[config.mk]
export PLATFORM = sky130hd
export DESIGN_NAME = ems_front
export DESIGN_NICKNAME = d
export VERILOG_FILES = /design/src/rtl/core/ems_pkg.sv /design/src/rtl/core/ems_front.sv
export SDC_FILE = /design/constraint.sdc
export NUM_CORES = 1
export LEC_CHECK = 0
export ABC_AREA = 1
export BUFFER_PORTS_ARGS = -buffer_cell sky130_fd_sc_hd__clkbuf_2
export CORE_AREA = 4 4 201 203
export DETAILED_ROUTE_END_ITERATION = 8
export DIE_AREA = 0 0 205 207
export PLACE_DENSITY_LB_ADDON = 0.08
export SLEW_MARGIN = 20
export SYNTH_ARGS = -nofsm -noshare
export SYNTH_HDL_FRONTEND = slang
export SYNTH_SLANG_ARGS = --single-unit
[constraint.sdc]
create_clock -name vclk -period 3.3
set_input_delay 0.66 -clock vclk [all_inputs]
set_output_delay 0.66 -clock vclk [all_outputs]
set_load 0.1 [all_outputs]
[src/rtl/core/ems_pkg.sv]
// ----------------------------------------------------------------------------
// ems_pkg: shared types and constants of the span filler
// Command codes, field widths and the command word passed from the front
// end to the back end.
// ----------------------------------------------------------------------------
package ems_pkg;

	localparam int COL_W = 6;
	localparam int ROW_W = 10;
	localparam int MAP_AW = 14;
	localparam int ACC_W = 40;
	localparam logic [31:0] DEPTH_FILL = 32'h5555_5555;
	localparam logic [15:0] SLACK_RESET = 16'd500;
	localparam logic [MAP_AW-1:0] MAP_BIAS = 14'd64;
	localparam logic [6:0] MAP_ROW_BIAS = 7'd64;

	// register byte addresses
	localparam logic [1:0] CFG_DEPTH_SLACK = 2'd0;

	// input function codes
	localparam logic [1:0] FUNC_DRAW = 2'd0;
	localparam logic [1:0] FUNC_CLEAR = 2'd1;
	localparam logic [1:0] FUNC_LOAD = 2'd2;

	typedef enum logic [1:0] {
		CMD_SPAN  = 2'd0,
		CMD_CLEAR = 2'd1,
		CMD_LOAD  = 2'd2
	} cmd_kind_t;

	typedef struct packed {
		cmd_kind_t          kind;
		logic [COL_W-1:0]   x_first;
		logic [COL_W-1:0]   x_last;
		logic [ROW_W-1:0]   row;
		logic [COL_W-1:0]   len;
		logic signed [31:0] depth0;
		logic signed [31:0] nx0;
		logic signed [31:0] ny0;
		logic signed [32:0] depth_span;
		logic signed [32:0] nx_span;
		logic signed [32:0] ny_span;
		logic [MAP_AW-1:0]  map_address;
		logic [7:0]         map_byte;
	} span_cmd_t;

	typedef struct packed {
		logic busy;
		logic done;
	} div_status_t;

endpackage

[src/rtl/core/ems_front.sv]
// ----------------------------------------------------------------------------
// ems_front: item classifier
// Rejects off-screen and empty spans, clips x, and forms the command word.
// ----------------------------------------------------------------------------
module ems_front
	import ems_pkg::*;
#(
	parameter int SCREEN_WIDTH = 64,
	parameter int SCREEN_HEIGHT = 64
) (
	input  logic               item_valid,
	input  logic               queue_full,
	output logic               item_stall,
	input  logic [1:0]         func,
	input  logic signed [15:0] x_start,
	input  logic signed [15:0] x_end,
	input  logic signed [15:0] row,
	input  logic signed [31:0] depth_start,
	input  logic signed [31:0] depth_end,
	input  logic signed [31:0] normal_x_start,
	input  logic signed [31:0] normal_y_start,
	input  logic signed [31:0] normal_x_end,
	input  logic signed [31:0] normal_y_end,
	input  logic [MAP_AW-1:0]  map_address,
	input  logic [7:0]         map_byte,
	output logic               push,
	output span_cmd_t          push_cmd
);

	localparam logic signed [16:0] W_S = 17'(SCREEN_WIDTH);
	localparam logic signed [16:0] H_S = 17'(SCREEN_HEIGHT);
	localparam logic [COL_W-1:0] COL_LAST = COL_W'(SCREEN_WIDTH - 1);

	logic signed [16:0] x1_e, x2_e, row_e;
	logic               on_screen;
	logic [COL_W-1:0]   x1_c, x2_c;
	logic [COL_W:0]     len_c;
	logic               keep;

	assign item_stall = queue_full;

	// clip and classify
	always_comb begin
		x1_e = 17'(x_start);
		x2_e = 17'(x_end);
		row_e = 17'(row);
		on_screen = (row_e < H_S) && (row_e >= 17'sd0) && (x2_e >= 17'sd0) && (x1_e < W_S);
		x1_c = (x1_e < 17'sd0) ? '0 : x1_e[COL_W-1:0];
		x2_c = (x2_e >= W_S) ? COL_LAST : x2_e[COL_W-1:0];
		len_c = {1'b0, x2_c} - {1'b0, x1_c};
		keep = 1'b0;
		push_cmd.kind = CMD_SPAN;
		unique case (func)
			FUNC_DRAW: begin
				keep = on_screen && !len_c[COL_W] && (len_c != '0);
			end
			FUNC_CLEAR: begin
				keep = 1'b1;
				push_cmd.kind = CMD_CLEAR;
			end
			FUNC_LOAD: begin
				keep = 1'b1;
				push_cmd.kind = CMD_LOAD;
			end
			default: keep = 1'b0;
		endcase
		push_cmd.x_first = x1_c;
		push_cmd.x_last = x2_c;
		push_cmd.row = row_e[ROW_W-1:0];
		push_cmd.len = len_c[COL_W-1:0];
		push_cmd.depth0 = depth_start;
		push_cmd.nx0 = normal_x_start;
		push_cmd.ny0 = normal_y_start;
		push_cmd.depth_span = 33'(depth_end) - 33'(depth_start);
		push_cmd.nx_span = 33'(normal_x_end) - 33'(normal_x_start);
		push_cmd.ny_span = 33'(normal_y_end) - 33'(normal_y_start);
		push_cmd.map_address = map_address;
		push_cmd.map_byte = map_byte;
	end

	assign push = item_valid && !queue_full && keep;

endmodule

==> metrics.cfg <==
[place]
io_buffers = 459
numPlacedInstances = 2720
place_ws_ns = -0.569
dp_hpwl_um = 36300
routabilityCongestion = 0.960

[die]
initial_core_util_pct = 24.1
die_x_um = 205
core_area_mm2 = 0.0385
rows = 72
ios = 515
die_y_um = 207
dieArea_mm2 = 0.0424

[layout]
fill_cells = 4381
fin_cells = 2722
synthToLayoutAreaGrowth_pct = 48.4
final_nets = 2582
register_area_um2 = 0
design.seq.count = 0
layout_common_cells = nand2_1, inv_1, clkbuf_2
nClkBuffers = 0
drive_gt1_share_pct = 32.1
n_antenna_cell = 0
final_common_cell = nand2_1

[synthesis]
syn-instance-count = 1826
syn-cell-area_mm2 = 0.00927
synth_top_family_by_area = simple AND/OR/NAND/NOR gates
synthMuxAreaShare_pct = 0
ys_warn_count = 0
synth_xor_area_share_pct = 4.82
synth_fa_ha_area_share_pct = 15.2
synth_simple_gate_area_share_pct = 45.0
synth_compound_area_share_pct = 6.87
synth.distinct_cells = 32
synth.avg_cell_area_um2 = 5.08
ys_seq_area_share_pct = 0
synth_nets = 2202

[sta]
setup_violations = 2
tightest_slew_ns = 0.583
drv_slew = 0
relSlewSlack_pct = 61.3
fin_crit_ns = 3.62
rsz0062_at_grt = yes
fin_crit_sh_pct = 110
fmax_ghz = 0.276
hold_viol_final = 0
setup_ws_ns = -0.324

[power]
power_density_mw_per_mm2 = 408
ir_drop_v = 0.000204
swShare_pct = 70.1
leakagePower_uw = 0.00860
power_switching_uw = 3940
power.internal_uw = 1680
clkPwrFrac_pct = 0
pwr-share-comb_pct = 100.0
seq_power_share_pct = 0

[clock_tree]
cts_hold_buf = 0

[route]
wl_per_cell_um = 14.3
ant_nets = 0
first_pass_iters = 4
vias = 11400
vias_per_cell = 4.17
initialDrtViolationCount = 406
drc = 0
wirelength_um = 38900

[hold_path]
min_to = push_cmd[1]
min_path_type = input port to output port
hp-start = map_byte[1]
min_path_cells = 0

[job]
max-cap-violations = 0

[critical_path]
cp.arrival_ns = 2.96
critPathCaptureType = output port
worstPathMaxFanout = 4
critical_path.startpoint = x_end[9]
start_kind = input port
required_ns = 2.64
path_class = input port to output port

[global_routing]
grt_max_degree = 8
grt_use_total_pct = 17.3
grt_pass1_wl_um = 60700
antenna_found_initial = 0
grt_overflow = 0
grt_pass1_vias = 11500

[status]
status = finished with violations
violations = setup timing

## power by group through the flow
stage	Combinational [uW]	Sequential, uW	Clock, uW
finish	5610	0	0
CTS	5630	0	0
global placement	5590	0	0
global route	5910	0	0
floorplan	3960	0	0
detailed placement	5590	0	0
## critical path, stage by stage
cell,delay (ns)
buf_8,0.10
nor4_4,0.34
a31oi_4,0.16
buf_6,0.15
buf_6,0.10
or2_4,0.25
ha_4,0.29
nand2_2,0.06
inv_2,0.07
nand3_2,0.09
nand4_1,0.10
nand2_2,0.09
nand2_1,0.08
nand2_2,0.07
a21oi_4,0.17
buf_12,0.19
## repair_timing
action	CTS	global route
pin swaps	3	9
buffers inserted	2	0
endpoints found under the setup margin	6	38
gates resized for setup	17	58
cloned	0	0
## synthesized netlist by cell type
library cell  count  area (um2)
nor3_1           13        65.1
a21oi_1          76         380
and2_1            1        6.26
a21o_1            8        60.1
nor2_4            7        78.8
buf_4           129         968
nand3b_1          6        45.0
a31oi_1           1        6.26
nand2_2          32         200
nand2_4           2        22.5
and2_0            1        6.26
xor2_1           48         420
nand2_1         650        2440
nand3_1          82         410
nand3_2           3        30.0
nor4_2            2        25.0
o21ai_1           3        15.0
nand4_1          19         119
ha_1            106        1330
inv_1           432        1620
o21bai_1          7        52.6
or2_2            10        62.6
nor4_1            6        37.5
o21ai_0          12        60.1
nor2_1          130         488
nor3_2            3        30.0
xnor2_1           3        26.3
o21a_1            6        45.0
nor2_2           17         106
a21oi_2           2        17.5
fa_1              4        80.1
inv_2             5        18.8
## worst max path at each step
stage | depth (start not counted) | slack [ns] | end
global placement | 15 | -0.49 | push
detailed placement | 15 | -0.57 | push
CTS | 15 | -0.33 | push
finish | 16 | -0.32 | push
global route | 16 | -0.43 | push
floorplan | 12 | -0.82 | push
## kinds of logic (layout without fill, tap and decap cells)
kind of cell / Yosys count / after routing
adder cells (fa/ha/maj): 110 / 110
XOR/XNOR: 51 / 51
AND/OR/NAND/NOR: 984 / 984
AO/OA/AOI/OAI: 115 / 115
buffers and inverters: 566 / 944
## routing by layer
layer | track usage (%) | vias up | wire [um]
met5 | 0 | - | 0
met4 | 0.762 | 0 | 230
met3 | 2.06 | 18 | 2170
met2 | 31.9 | 301 | 19000
met1 | 22.7 | 4974 | 17500
li1 | - | 6061 | -
## per-stage QoR
stage	utilization, %	setup TNS (ns)	total power, uW	cell area (um2)	hold slack (ns)
6_report	35.8	-0.516	5610	13800	1.32
5_1_grt	35.8	-0.863	5910	13800	1.32
4_1_cts	35.3	-0.518	5630	13600	1.32
3_5_place_dp	35.0	-1.40	5590	13400	1.32
3_3_place_gp	35.0	-1.11	5590	13400	1.32
2_1_floorplan	-	-1.49	3960	9720	1.42
## layout make-up
cell class                 instances  area [um2]  share of cell area (%)
timing repair buffer             507        4090                    29.8
multi-input combinational       1260        7360                    53.5
tap                              518         648                    4.71
inverter                         437        1660                    12.0
Power figures use the tool's default switching activity.
